### src/hdl/gzhs_pkg.sv
// ----------------------------------------------------------------------------
// gzhs_pkg
// Types and constants shared by the gzip header stripper modules.
// ----------------------------------------------------------------------------
package gzhs_pkg;

	localparam int unsigned LenW = 12;
	localparam logic [LenW-1:0] MaxHeaderLenReset = 12'd32;

	localparam logic [1:0] ST_BUSY  = 2'd0;
	localparam logic [1:0] ST_DONE  = 2'd1;
	localparam logic [1:0] ST_ERROR = 2'd2;

	typedef struct packed {
		logic [7:0] data_byte;
		logic       finish;
	} gzhs_in_t;

	typedef struct packed {
		logic [7:0]      payload_byte;
		logic            payload_valid;
		logic [1:0]      status;
		logic [LenW-1:0] header_length;
	} gzhs_out_t;

	typedef enum logic [3:0] {
		PH_ID1,
		PH_ID2,
		PH_CM,
		PH_FLG,
		PH_FIXED,
		PH_XLEN_LO,
		PH_XLEN_HI,
		PH_EXTRA,
		PH_NAME,
		PH_COMMENT,
		PH_HCRC,
		PH_DONE,
		PH_ERR
	} gzhs_phase_t;

endpackage

### src/hdl/gzhs_parser.sv
// ----------------------------------------------------------------------------
// gzhs_parser
// Header state machine: walks the gzip member header one byte per accepted
// item and forms the result for that item.
// ----------------------------------------------------------------------------
module gzhs_parser (
	input  logic                           clk,
	input  logic                           arst_n,
	input  logic                           accept,
	input  gzhs_pkg::gzhs_in_t             in_item,
	input  logic                           cfg_we,
	input  logic [gzhs_pkg::LenW-1:0]      cfg_wdata,
	output gzhs_pkg::gzhs_out_t            result
);
	import gzhs_pkg::*;

	localparam logic [7:0] Id1     = 8'h1F;
	localparam logic [7:0] Id2     = 8'h8B;
	localparam logic [7:0] CmDefl  = 8'd8;
	localparam int unsigned FHcrc    = 1;
	localparam int unsigned FExtra   = 2;
	localparam int unsigned FName    = 3;
	localparam int unsigned FComment = 4;
	localparam logic [LenW-1:0] CountMax = '1;

	gzhs_phase_t     phase_q, phase_d;
	logic [4:0]      flags_q, flags_d;
	logic [15:0]     rem_q, rem_d;
	logic [7:0]      xlo_q, xlo_d;
	logic [LenW-1:0] count_q, count_d;
	logic [LenW-1:0] max_len_q;

	function automatic gzhs_phase_t next_field(input logic [4:0] f);
		gzhs_phase_t p;
		if (f[FExtra])
			p = PH_XLEN_LO;
		else if (f[FName])
			p = PH_NAME;
		else if (f[FComment])
			p = PH_COMMENT;
		else if (f[FHcrc])
			p = PH_HCRC;
		else
			p = PH_DONE;
		return p;
	endfunction

	// Next state.
	always_comb begin
		logic [15:0] dec;
		logic [7:0]  b;
		logic        enter;
		dec     = rem_q - 16'd1;
		b       = in_item.data_byte;
		enter   = 1'b0;
		phase_d = phase_q;
		flags_d = flags_q;
		rem_d   = rem_q;
		xlo_d   = xlo_q;
		count_d = count_q;
		if (phase_q == PH_ERR) begin
			phase_d = PH_ERR;
		end else if (in_item.finish) begin
			if (phase_q != PH_DONE)
				phase_d = PH_ERR;
		end else if (phase_q != PH_DONE) begin
			if (count_q != CountMax)
				count_d = count_q + LenW'(1);
			unique case (phase_q) inside
				PH_ID1: begin
					phase_d = (b == Id1) ? PH_ID2 : PH_ERR;
				end
				PH_ID2: begin
					phase_d = (b == Id2) ? PH_CM : PH_ERR;
				end
				PH_CM: begin
					phase_d = (b == CmDefl) ? PH_FLG : PH_ERR;
				end
				PH_FLG: begin
					flags_d = b[4:0];
					rem_d   = 16'd6;
					phase_d = PH_FIXED;
				end
				PH_FIXED, PH_EXTRA: begin
					rem_d = dec;
					enter = (dec == 16'd0);
				end
				PH_XLEN_LO: begin
					xlo_d   = b;
					phase_d = PH_XLEN_HI;
				end
				PH_XLEN_HI: begin
					rem_d           = {b, xlo_q};
					flags_d[FExtra] = 1'b0;
					if ({b, xlo_q} == 16'd0)
						enter = 1'b1;
					else
						phase_d = PH_EXTRA;
				end
				PH_NAME: begin
					if (b == 8'd0) begin
						flags_d[FName] = 1'b0;
						enter          = 1'b1;
					end
				end
				PH_COMMENT: begin
					if (b == 8'd0) begin
						flags_d[FComment] = 1'b0;
						enter             = 1'b1;
					end
				end
				PH_HCRC: begin
					rem_d = dec;
					if (dec == 16'd0) begin
						flags_d[FHcrc] = 1'b0;
						enter          = 1'b1;
					end
				end
				default: begin
					phase_d = PH_ERR;
				end
			endcase
			if (enter) begin
				phase_d = next_field(flags_d);
				if (phase_d == PH_HCRC)
					rem_d = 16'd2;
			end
			// The length limit applies only to a header still in progress.
			if (phase_d != PH_DONE && phase_d != PH_ERR && count_d >= max_len_q)
				phase_d = PH_ERR;
		end
	end

	// Result for the item being accepted.
	always_comb begin
		result               = '0;
		result.header_length = count_d;
		if (phase_d == PH_ERR)
			result.status = ST_ERROR;
		else if (phase_d == PH_DONE)
			result.status = ST_DONE;
		else
			result.status = ST_BUSY;
		if (phase_q == PH_DONE && !in_item.finish) begin
			result.payload_valid = 1'b1;
			result.payload_byte  = in_item.data_byte;
		end
	end

	always_ff @(posedge clk or negedge arst_n) begin
		if (!arst_n) begin
			phase_q   <= PH_ID1;
			flags_q   <= '0;
			rem_q     <= '0;
			xlo_q     <= '0;
			count_q   <= '0;
			max_len_q <= MaxHeaderLenReset;
		end else begin
			if (cfg_we)
				max_len_q <= cfg_wdata;
			if (accept) begin
				phase_q <= phase_d;
				flags_q <= flags_d;
				rem_q   <= rem_d;
				xlo_q   <= xlo_d;
				count_q <= count_d;
			end
		end
	end

`ifndef SYNTHESIS
	a_err_sticky: assert property (@(posedge clk) disable iff (!arst_n)
		(phase_q == PH_ERR) |=> (phase_q == PH_ERR))
		else $error("error phase left");
	a_done_sticky: assert property (@(posedge clk) disable iff (!arst_n)
		(phase_q == PH_DONE) |=> (phase_q == PH_DONE))
		else $error("done phase left");
	a_count_frozen: assert property (@(posedge clk) disable iff (!arst_n)
		(phase_q == PH_ERR || phase_q == PH_DONE) |=> $stable(count_q))
		else $error("header count moved after header end");
`endif

endmodule

### src/hdl/gzhs_skid.sv
// ----------------------------------------------------------------------------
// gzhs_skid
// Output register with a skid stage, so that a request can be taken while
// a finished result still waits downstream.
// ----------------------------------------------------------------------------
module gzhs_skid (
	input  logic                clk,
	input  logic                arst_n,
	input  logic                in_valid,
	output logic                in_stall,
	input  gzhs_pkg::gzhs_out_t in_data,
	output logic                out_valid,
	input  logic                out_stall,
	output gzhs_pkg::gzhs_out_t out_data
);
	import gzhs_pkg::*;

	logic      out_valid_q, skid_valid_q;
	gzhs_out_t out_data_q, skid_data_q;
	logic      load;

	assign in_stall  = skid_valid_q;
	assign out_valid = out_valid_q;
	assign out_data  = out_data_q;
	assign load      = !out_valid_q || !out_stall;

	always_ff @(posedge clk or negedge arst_n) begin
		if (!arst_n) begin
			out_valid_q  <= 1'b0;
			skid_valid_q <= 1'b0;
		end else if (load) begin
			out_valid_q  <= skid_valid_q || in_valid;
			skid_valid_q <= 1'b0;
		end else if (in_valid && !skid_valid_q) begin
			skid_valid_q <= 1'b1;
		end
	end

	always_ff @(posedge clk) begin
		if (load)
			out_data_q <= skid_valid_q ? skid_data_q : in_data;
		else if (in_valid && !skid_valid_q)
			skid_data_q <= in_data;
	end

`ifndef SYNTHESIS
	a_skid_implies_out: assert property (@(posedge clk) disable iff (!arst_n)
		skid_valid_q |-> out_valid_q)
		else $error("skid stage full with output register empty");
	a_out_held: assert property (@(posedge clk) disable iff (!arst_n)
		(out_valid_q && out_stall) |=> out_valid_q)
		else $error("stalled result dropped");
	a_skid_drains: assert property (@(posedge clk) disable iff (!arst_n)
		(skid_valid_q && !out_stall) |=> (out_valid_q && !skid_valid_q))
		else $error("skid stage did not move forward");
`endif

endmodule

### src/hdl/gzhs_skid_unused_placeholder.sv
// ----------------------------------------------------------------------------
// gzhs_status_check
// Port-level check of the result stream of the stripper.
// ----------------------------------------------------------------------------
module gzhs_status_check (
	input  logic                clk,
	input  logic                arst_n,
	input  logic                out_valid,
	input  gzhs_pkg::gzhs_out_t out_data
);
	import gzhs_pkg::*;

`ifndef SYNTHESIS
	a_payload_done: assert property (@(posedge clk) disable iff (!arst_n)
		(out_valid && out_data.payload_valid) |-> (out_data.status == ST_DONE))
		else $error("payload byte outside a complete header");
	a_status_code: assert property (@(posedge clk) disable iff (!arst_n)
		out_valid |-> (out_data.status <= ST_ERROR))
		else $error("undefined status code");
	a_zero_fill: assert property (@(posedge clk) disable iff (!arst_n)
		(out_valid && !out_data.payload_valid) |-> (out_data.payload_byte == 8'd0))
		else $error("payload byte not cleared");
`endif

endmodule

### src/hdl/gzip_header_stripper_unit.sv
// ----------------------------------------------------------------------------
// gzip_header_stripper_unit
// Strips the gzip member header from a byte stream and passes the bytes
// after it on as payload, with header status and length on every result.
// ----------------------------------------------------------------------------
//  channel | handshake         | payload
//  --------+-------------------+-------------------------------------------
//  in      | in_valid/in_stall | data_byte, finish
//  out     | out_valid/out_stall | payload_byte, payload_valid, status,
//          |                   | header_length
//  cfg     | cfg_we            | cfg_wdata = max_header_len
//
// One request is taken per cycle while in_stall is low; its result is held in
// the output register, or the skid while out_stall holds it. The header FSM
// updates in the same cycle, so throughput is one byte per clock unstalled.
// A two-entry output stage (result register plus skid) lets one request in
// while a result is stalled; in_stall rises only when both are full.
// Reset returns to the first magic byte with max_header_len at 32.
// ----------------------------------------------------------------------------
module gzip_header_stripper_unit (
	input  logic                      clk,
	input  logic                      arst_n,
	input  logic                      in_valid,
	output logic                      in_stall,
	input  gzhs_pkg::gzhs_in_t        in_data,
	output logic                      out_valid,
	input  logic                      out_stall,
	output gzhs_pkg::gzhs_out_t       out_data,
	input  logic                      cfg_we,
	input  logic [gzhs_pkg::LenW-1:0] cfg_wdata
);
	import gzhs_pkg::*;

	gzhs_out_t result;
	logic      accept;

	assign accept = in_valid && !in_stall;

	gzhs_parser u_parser (
		.clk       (clk),
		.arst_n    (arst_n),
		.accept    (accept),
		.in_item   (in_data),
		.cfg_we    (cfg_we),
		.cfg_wdata (cfg_wdata),
		.result    (result)
	);

	gzhs_skid u_skid (
		.clk       (clk),
		.arst_n    (arst_n),
		.in_valid  (in_valid),
		.in_stall  (in_stall),
		.in_data   (result),
		.out_valid (out_valid),
		.out_stall (out_stall),
		.out_data  (out_data)
	);

	gzhs_status_check u_check (
		.clk       (clk),
		.arst_n    (arst_n),
		.out_valid (out_valid),
		.out_data  (out_data)
	);

endmodule

### config.mk
export PLATFORM = sky130hd
export DESIGN_NAME = gzip_header_stripper_unit
export DESIGN_NICKNAME = d
export VERILOG_FILES = /design/src/hdl/gzhs_pkg.sv /design/src/hdl/gzhs_parser.sv /design/src/hdl/gzhs_skid.sv /design/src/hdl/gzhs_skid_unused_placeholder.sv /design/src/hdl/gzip_header_stripper_unit.sv
export SDC_FILE = /design/constraint.sdc
export NUM_CORES = 1
export LEC_CHECK = 0
export BUFFER_PORTS_ARGS = -buffer_cell sky130_fd_sc_hd__buf_2
export CAP_MARGIN = 20
export CORE_MARGIN = 2
export CORE_UTILIZATION = 60
export CTS_CLUSTER_DIAMETER = 200
export DETAILED_ROUTE_END_ITERATION = 10
export GPL_TIMING_DRIVEN = 0
export PLACE_DENSITY = 0.8
export SYNTH_ARGS = -nofsm -noshare
export SYNTH_HDL_FRONTEND = slang
export SYNTH_SLANG_ARGS = --single-unit
### constraint.sdc
create_clock -name clk -period 4.3 [get_ports clk]
set_input_delay 1.29 -clock clk [delete_from_list [all_inputs] [get_ports clk]]
set_output_delay 1.29 -clock clk [all_outputs]
set_load 0.03 [all_outputs]
### Word level (Yosys, flattened, before mapping)

Cells that the tools add are included.

| word-level totals | value |
|---|---|
| word-level logic and storage cells | 130 |
| bits in registers | 104 |
| input port bits | 26 |

| cells by class | value |
|---|---|
| equality and inequality tests | 22 |
| $lt $le $gt $ge | 1 |
| bitwise logic cells | 3 |
| reductions and logical operators | 22 |
| add/sub/neg operators | 2 |
| multiplexer cells | 64 |

Operators by type and width:

| cell | number |
|---|---|
| 2-to-1 mux 12 bit | 7 |
| 2-to-1 mux 4 bit | 20 |
| one-hot mux 16 bit (3 select lines) | 1 |
| == test 4 bit, second input constant | 8 |
| zero test 16 bit | 2 |
| 2-to-1 mux 16 bit | 2 |
| one-hot mux 4 bit (7 select lines) | 1 |
| 2-to-1 mux 1 bit | 25 |
| 2-to-1 mux 23 bit | 1 |
| == test 4 x 3 -> 1 bit, second input constant | 4 |
| subtractor 16 x 1 -> 16 bit, second input constant | 1 |
| adder 12 x 1 -> 12 bit, second input constant | 1 |
| >= comparator 12 bit | 1 |
| inequality test 12 bit, second input constant | 1 |
| inequality test 4 bit, second input constant | 3 |
| 2-to-1 mux 9 bit | 1 |
| == test 4 x 2 -> 1 bit, second input constant | 2 |
| == test 8 x 4 -> 1 bit, second input constant | 1 |
| == test 8 x 5 -> 1 bit, second input constant | 1 |
| == test 8 bit, second input constant | 1 |
| zero test 8 bit | 1 |
| one-hot mux 1 bit (2 select lines) | 4 |
| AND reduction 5 bit | 1 |
| OR reduction 5 bit | 1 |
| 13 further kinds | 23 |

### Longest topological paths before layout

Gate-level depths: netlist of the first run.

| logic depth | value |
|---|---|
| depth in word-level cells | 30 |
| depth in mapped cells | 17 |
| gate-level depth less buffers | 16 |

### Cells and area by module

Synthesis of the first run repeated with hierarchy kept, for this count alone.

| unflattened totals | value |
|---|---|
| cells, all modules | 584 |
| area, all modules | 5,997.0 um^2 |

By module, submodules not included:

| module | sequential area each (um^2) | cells each | area an instance (um^2) | instances |
|---|---|---|---|---|
| gzhs_parser | 1,402.6 | 505 | 4,154.0 | 1 |
| gzhs_skid | 1,431.4 | 78 | 1,829.3 | 1 |
| gzip_header_stripper_unit | 0.0 | 1 | 13.8 | 1 |

### Worst setup path after synthesis of the first run

Ideal clock, no wire load.

| timing | value |
|---|---|
| kind | flip-flop to flip-flop |
| from | register u_parser.count_q[0] |
| to | register u_skid.out_data_q, in the netlist u_skid.out_data[13], data pin |
| library setup time | 0.188 ns |
| required time | 4.112 ns |
| path slack | 0.482 ns |
| period minus slack after synthesis | 3.818 ns |
| arrival time | 3.630 ns |
| buffers on the path | 1 |
| cell stages (with the launch flop) | 18 |
| path through | dfrtp_1 > ha_1 > and3_1 > and3_1 > and2_1 > nand2b_1 > clkbuf_1 > nand2_1 > xnor2_1 > ha_1 > nand2_1 > o21ai_0 > a211oi_1 > nor3_1 > nor3_1 > mux2_2 > or2_2 > o41ai_1 |

| on the way | value |
|---|---|
| longest elaborated chain between the ends | 14 |
| elaborated cells on any way between the ends | 15 |

RTL lines:

| item | RTL line | RTL |
|---|---|---|
| start: declaration | gzhs_parser.sv:30 | `logic [LenW-1:0] count_q, count_d;` |
| start signal: assignment | gzhs_parser.sv:166 | `count_q <= count_d;` |
| adder 12 x 1 -> 12 bit or inequality test 12 bit (tied branches) | gzhs_parser.sv:68, gzhs_parser.sv:67 |  |
| 2-to-1 mux 12 bit (*) | gzhs_parser.sv:67 | `if (count_q != CountMax)` |
| 2-to-1 mux 12 bit (*) | gzhs_parser.sv:66 | `end else if (phase_q != PH_DONE) begin` |
| 2-to-1 mux 12 bit (*) | gzhs_parser.sv:63 | `end else if (in_item.finish) begin` |
| 2-to-1 mux 12 bit (*) | gzhs_parser.sv:61 | `if (phase_q == PH_ERR) begin` |
| >= comparator 12 bit (*) | gzhs_parser.sv:129 | `if (phase_d != PH_DONE && phase_d != PH_ERR && count_d >= max_len_q)` |
| logical AND 1 bit (*) | gzhs_parser.sv:129 |  |
| 2-to-1 mux 4 bit (*) | gzhs_parser.sv:129 |  |
| 2-to-1 mux 4 bit (*) | gzhs_parser.sv:66 |  |
| 2-to-1 mux 4 bit (*) | gzhs_parser.sv:63 |  |
| 2-to-1 mux 4 bit (*) | gzhs_parser.sv:61 |  |
| == test 4 bit (*) | gzhs_parser.sv:138 | `if (phase_d == PH_ERR)` |
| 2-to-1 mux 2 bit (*) | gzhs_parser.sv:138 |  |
| 2-to-1 mux 23 bit (*) | gzhs_skid.sv:41 | `out_data_q <= skid_valid_q ? skid_data_q : in_data;` |
| end signal: assignment | gzhs_skid.sv:41 |  |
| end: declaration | gzhs_skid.sv:19 | `gzhs_out_t out_data_q, skid_data_q;` |

Mark *: on every way between the ends. The rest lies on a longest branch, timed or not. The select of a mux whose other input is x is not followed.
A chain may end at the register's enable or synchronous reset.

### Worst setup path in the final report of the first run

Same ends and word-level chain as after synthesis.

==> results.toml, run 1 <==
[outcome]
status = "finished clean"

[yosys]
synth_edf_count = 46
synth_common_cells = "nand2_1 (85), dfrtp_1 (57), nor2_1 (48), edfxtp_1 (46), o21ai_0 (45)"
async_reset_ff_share_pct = 55.8
avgSynthCellArea_um2 = 9.77
yosysSeqAreaShare_pct = 47.2
synth_ff_type = "dfrtp_1"
synth-seq-cells = 104
syn_nets = 655
ys_types = 66
yosysWarnings = 0
synth.area.top_cells = "dfrtp_1 (24%), edfxtp_1 (23%), mux2_2 (6.2%)"
synth_most_common_cell = "nand2_1"
synthesis.area_mm2 = 0.00600
yosys.area.top_type = "dfrtp_1"
netlist.area_leader.share_pct = 23.8
syn_inst = 614

[cts]
cts_buffers = 9
path_clk_slew_ps = 100
cts_setup_buffers = 0
clk_latency_ps = 380
cts.sinks = 104
clk_path_buf_depth = 2
cts_tree = "yes"
cts-htree-levels = 3
cts_root_buf = "clkbuf_8"

[worst_setup_path]
r2r_start = "u_parser.count_q[0]"
cp-start-kind = "flip-flop"
path_class = "reg -> reg"
arrival_ps = 4290
crit_fanout = 5
cpMostUsedCell = "o21ai_0"
critPathTopFamily = "simple AND/OR/NAND/NOR gates"
slowest_stage = "dfrtp_2"
crit_buf_inv = 0
critPathLaunch = "u_parser.count_q[0]"
endpoint_kind = "flip-flop"
cp.required_ps = 4480
crit_chain = "ha_1 -> and3_1 -> and3_1 -> and2_1 -> nor2b_1 -> o21ai_0 -> o21ai_0 -> ha_1 -> a21oi_1 -> o21ai_0 -> a211oi_2 -> nor3_4 -> nor3_1 -> mux2_2 -> or2_2 -> o41ai_2"
critPathMaxStageDelay_ps = 470

[run]
maxCapViolCount = 0

[sta]
finalHoldViolations = 0
hold_ws_ps = 497
skew_ps = 13.2
fmax_mhz = 244
fin_crit_ps = 4100
final_max_slew_viol_count = 0
tightestPinTransition_ps = 838
min_period_over_period_pct = 95.5
fin_ws_ps = 195
maxSlewHeadroom_pct = 43.4
setup_viol = 0

[die]
fp.dieW_um = 104
die-area_mm2 = 0.0108
die_h_um = 104
start_util_pct = 61.7
io_pins = 51
core_mm2 = 0.00973
rows = 36

[power]
p_total_mw = 3.80
irDropWorstVdd_mv = 0.256
combPwrFrac_pct = 44.1
p_per_area_mw_per_mm2 = 566
switchingPower_mw = 1.56
p_int_mw = 2.24
seqPwrFrac_pct = 39.3
leakage_nw = 2.75
pwr-share-clk_pct = 16.5
power.share.switching_pct = 41.0

[drt]
antenna_left = 0
routed_wl_um = 14100
via_count = 4970
drt_first_pass_iters = 5
wl_per_cell_um = 17.4
vias_per_cell = 6.11
drc = 0
drt_iter0_markers = 412

[min_path]
hold_path.startpoint = "u_parser.flags_q[1]"
holdCritPathClass = "reg -> reg"

[place]
globalplace.congestion = 0.934
place.port_buffers = 47
hpwlAfterDp_um = 10200
dpl.cell_count = 796
dp_slack_ps = -209

[global_routing]
antenna_found_initial = 0
grt_overflow = 0
grt_pass1_wl_um = 23700
grt_pass1_vias = 4789
grt_use_total_pct = 27.0
grt_max_degree = 39

[finish]
nNetsFinal = 716
antenna-diode-count = 0
syn_to_final_growth_pct = 11.8
final_cells = 813
drive_gt1_share_pct = 18.8
post-route-util_pct = 69.0
==> cell type report <==
cell class / instances / area [um2]
Clock inverter: 6 / 75.1
Multi-Input combinational cell: 453 / 2980
Inverter: 18 / 67.6
Tap cell: 133 / 166
Buffer: 39 / 173
Sequential cell: 104 / 2840
Fill cell: 777 / 3020
Clock buffer: 10 / 128
Timing Repair Buffer: 50 / 285
==> worst reg2reg max path: cells and delay by family (launching register included) <==
kind                       cells  cell delay (ps)
AOI/OAI and AO/OA              6              970
DFF                            1              470
muxes                          1              330
and+or+nand+nor                7             1540
adders and majority gates      2              590
==> power by group through the flow <==
stage	Sequential (mW)	Combinational, mW	Clock (mW)
floorplan	1.55	1.14	0
global placement	1.49	1.55	0
detailed placement	1.51	1.61	0
CTS	1.49	1.62	0.633
global route	1.53	1.87	0.682
finish	1.49	1.67	0.627
==> placed cells by master (no fill, tap or decap), types with 6 or more instances in the layout <==
cell type and count:
a21oi_1 21, a22o_1 7, a31oi_1 11, and2_1 13, buf_2 50, clkbuf_1 33, clkbuf_8 9, dfrtp_1 56
edfxtp_1 46, ha_1 15, inv_1 18, mux2_2 33, nand2_1 85, nand3_1 13, nand4_1 6, nor2_1 47
nor2b_1 12, nor3_1 9, nor4_1 11, o21ai_0 45, o31ai_1 11, xnor2_1 13, xor2_1 8
==> metrics by stage <==
step / area (um2) / setup TNS (ps)
final: 6710 / 0
after global routing: 6710 / -203
after CTS: 6650 / 0
after detailed placement: 6440 / -428
after global placement: 6400 / -127
after floorplan: 6000 / 0
==> layer usage <==
| layer | track usage [%] | vias to the layer above | wire length, um |
|---|---|---|---|
| li1 | - | 2354 | - |
| met2 | 42.0 | 221 | 6470 |
| met3 | 5.26 | 38 | 932 |
| met4 | 9.36 | 0 | 326 |
| met5 | 0 | - | 0 |
| met1 | 38.0 | 2357 | 6420 |
==> cells by family (layout without fill, tap and decap cells) <==
kind of cell               Yosys count  after routing  synth area share, %
and+or+nand+nor                    235            235                 19.7
AOI/OAI and AO/OA                  148            148                 16.6
xor gates and xnor gates            21             21                 3.07
DFF                                104            104                 47.2
muxes                               34             34                 6.36
buffers and inverters               57            123                 3.94
adders and majority gates           15             15                 3.13
==> path summary, 6_finish.rpt <==
path | endpoint | slack (ps) | cells after the start
setup / recovery | u_skid.out_data[13] | 200 | 16
min in group asynchronous | u_parser.max_len_q[6] | 880 | 1
hold / removal | u_parser.flags_q[1] | 500 | 2
max in group asynchronous | u_parser.xlo_q[4] | 2820 | 2
hold reg to reg | u_parser.flags_q[1] | 500 | 2
setup reg to reg | u_skid.out_data[13] | 200 | 16
==> state kept, by name, summed over array words and instances, names as in the netlist <==
register	cells
u_parser.rem_q	16
u_parser.count_q	12
u_parser.max_len_q	12
u_parser.xlo_q	8
u_skid.in_stall	1
u_parser.flags_q	4
u_skid.out_data	23
u_parser.phase_q	4
u_skid.out_valid	1
u_skid.skid_data_q	23
==> what timing repair did <==
item | 4_1_cts | 5_1_grt
setup endpoints to repair | 4 | 5
resized for setup | 2 | 10
pin swaps | 0 | 1
hold buffers | 0 | 0
Note: power is estimated with default switching activity, not from simulation.
==> run 2, diff against run 1 <==
--- a/config.mk
+++ b/config.mk
@@ -5,6 +5,7 @@
 export SDC_FILE = /design/constraint.sdc
 export NUM_CORES = 1
 export LEC_CHECK = 0
+export ABC_AREA = 1
 export BUFFER_PORTS_ARGS = -buffer_cell sky130_fd_sc_hd__buf_2
 export CAP_MARGIN = 20
 export CORE_MARGIN = 2
==> run 2 against run 1 <==
  * Sequential power down 6%
  * Cell count increased by 14%
  * Clock skew increased by 5.2 ps
  * Largest power group is now registers
  * Global-route usage increased by 0.60 points
  * Core utilization is 0.78 points higher
  * Maximum frequency increased by 9.0%
  * Via count grew 4.1%
==> results.toml, run 2 <==
[outcome]
status = "finished clean"

[yosys]
synth_most_common_cell = "nand2_1"
yosys.area.top_type = "dfrtp_1"
synth_common_cells = "nand2_1 (207), inv_1 (90), nor2_1 (73), o21ai_0 (72), dfrtp_1 (57)"
synth_ff_type = "dfrtp_1"
synth-seq-cells = 104
syn_nets = 771
netlist.area_leader.share_pct = 24.5
synthesis.area_mm2 = 0.00583
avgSynthCellArea_um2 = 7.99
async_reset_ff_share_pct = 55.8
synth_edf_count = 46
yosysWarnings = 0
synth.area.top_cells = "dfrtp_1 (24%), edfxtp_1 (24%), nand2_1 (13%)"
yosysSeqAreaShare_pct = 48.6
ys_types = 45
syn_inst = 730

[drt]
antenna_left = 0
drc = 0
vias_per_cell = 5.58
drt_first_pass_iters = 6
via_count = 5176
m1WireLength_um = 6040
wl_per_cell_um = 14.9
routed_wl_um = 13800
top_layer = "met4"
wl_met3_um = 923
met2WireLength_um = 6540
drt_iter0_markers = 375

[place]
globalplace.congestion = 0.952
placed_area_mm2 = 0.00628
hpwlAfterDp_um = 10400
dpl.cell_count = 911
dp_slack_ps = 447
place.port_buffers = 50

[power]
pwr-share-clk_pct = 20.6
seqPwrFrac_pct = 43.2
switchingPower_mw = 1.32
irDropWorstVdd_mv = 0.301
p_per_area_mw_per_mm2 = 498
power.share.switching_pct = 40.8
p_total_mw = 3.24
leakage_nw = 3.01
combPwrFrac_pct = 36.2
p_int_mw = 1.92

[sta]
tightestPinTransition_ps = 980
fin_crit_ps = 3770
fmax_mhz = 265
hold_ws_ps = 508
min_period_over_period_pct = 87.6
final_max_slew_viol_count = 0
setup_viol = 0
fin_ws_ps = 533
finalHoldViolations = 0
finalSetupTns_ps = 0
skew_ps = 18.4
rsz0062_at_grt = "no"
maxSlewHeadroom_pct = 34.5

[cts]
cts_buffers = 9
cts_root_buf = "clkbuf_8"
cts_tree = "yes"
path_clk_slew_ps = 120
clk_latency_ps = 390
cts.sinks = 104
cts-htree-levels = 3
clk_path_buf_depth = 2
cts_setup_buffers = 0

[die]
fp.dieW_um = 103
start_util_pct = 62.5
die-area_mm2 = 0.0105
rows = 35
core_mm2 = 0.00933
die_h_um = 103
io_pins = 51

[finish]
stdcell_area_mm2 = 0.00651
final_cell_mix = "nand2_1 (207), inv_1 (90), nor2_1 (72)"
nNetsFinal = 834
final_common_cell = "nand2_1"
antenna-diode-count = 0
largest_registers = "u_skid.out_data (23), u_skid.skid_data_q (23), u_parser.rem_q (16)"
final_cells = 927
drive_gt1_share_pct = 11.2
syn_to_final_growth_pct = 11.5
post-route-util_pct = 69.8

[worst_setup_path]
endpoint_kind = "flip-flop"
path_class = "reg -> reg"
cp-start-kind = "flip-flop"
cp.required_ps = 4440
crit_fanout = 10
arrival_ps = 3900

[global_routing]
grt_overflow = 0
antenna_found_initial = 0
grt_pass1_vias = 4738
grt_pass1_wl_um = 22500
grt_max_degree = 39
grt_use_total_pct = 27.6

[min_path]
holdCritPathClass = "reg -> reg"

[run]
maxCapViolCount = 0
-- run 2: what timing repair did --
item | CTS | global route
hold buffers | 0 | 0
resized for setup | 0 | 2
setup endpoints to repair | 0 | 4
-- run 2: power by group through the flow --
stage	clock, mW	sequential [mW]	combinational [mW]
2_1_floorplan	0	1.46	0.795
3_3_place_gp	0	1.41	1.12
3_5_place_dp	0	1.41	1.16
4_1_cts	0.667	1.40	1.17
5_1_grt	0.700	1.42	1.33
6_report	0.667	1.40	1.17
-- run 2: cell type report --
cell class                      count  area (um2)
Tap cell                          129         161
Sequential cell                   104        2830
Clock buffer                        9         124
Fill cell                         763        2820
Multi-Input combinational cell    511        2560
Clock inverter                      7        95.1
Buffer                             20        90.1
Timing Repair Buffer               52         285
Inverter                           95         357
-- run 2: worst max-delay path, cell delays in order (launching register included) --
cell	delay [ps]
dfrtp_1	400
ha_1	180
inv_1	80
nor3_1	220
nand3_1	120
nor2_1	130
nand2_1	80
inv_1	90
nand3_2	170
xor2_1	210
ha_1	280
inv_1	60
a21boi_0	80
o21a_1	170
o21a_1	160
o21ai_0	150
nand2_1	70
nand3_1	70
a21oi_1	60
nor2_1	210
inv_1	70
nand3_1	130
nand2_1	60
nand2_1	80
nor2_1	60
nand2_1	60
nand2_1	50
-- run 2: kinds of logic after synthesis --
| kind of cell | after synthesis | synth area share, % |
|---|---|---|
| xor gates and xnor gates | 11 | 1.65 |
| muxes | 1 | 0.193 |
| and+or+nand+nor | 357 | 26.1 |
| buffers and inverters | 115 | 7.66 |
| DFF | 104 | 48.6 |
| AOI/OAI and AO/OA | 127 | 12.6 |
| adders and majority gates | 15 | 3.22 |
-- run 2: worst paths after layout --
kind | start | to | slack (ps) | depth (start not counted)
worst max-delay path | u_parser.count_q[1] | u_skid.out_data[13] | 530 | 26
worst min-delay path | u_parser.flags_q[2] | u_parser.flags_q[2] | 510 | 2
worst max register to register | u_parser.count_q[1] | u_skid.out_data[13] | 530 | 26
worst min register to register | u_parser.flags_q[2] | u_parser.flags_q[2] | 510 | 2
max in group asynchronous | arst_n | u_parser.phase_q[3] | 2840 | 2
min in group asynchronous | arst_n | u_parser.rem_q[11] | 860 | 1
-- run 2: per-layer routing --
layer	up-vias	global-route usage, %
met5	-	0
met4	0	10.4
met3	27	4.41
met2	185	45.4
met1	2432	37.0
li1	2532	-
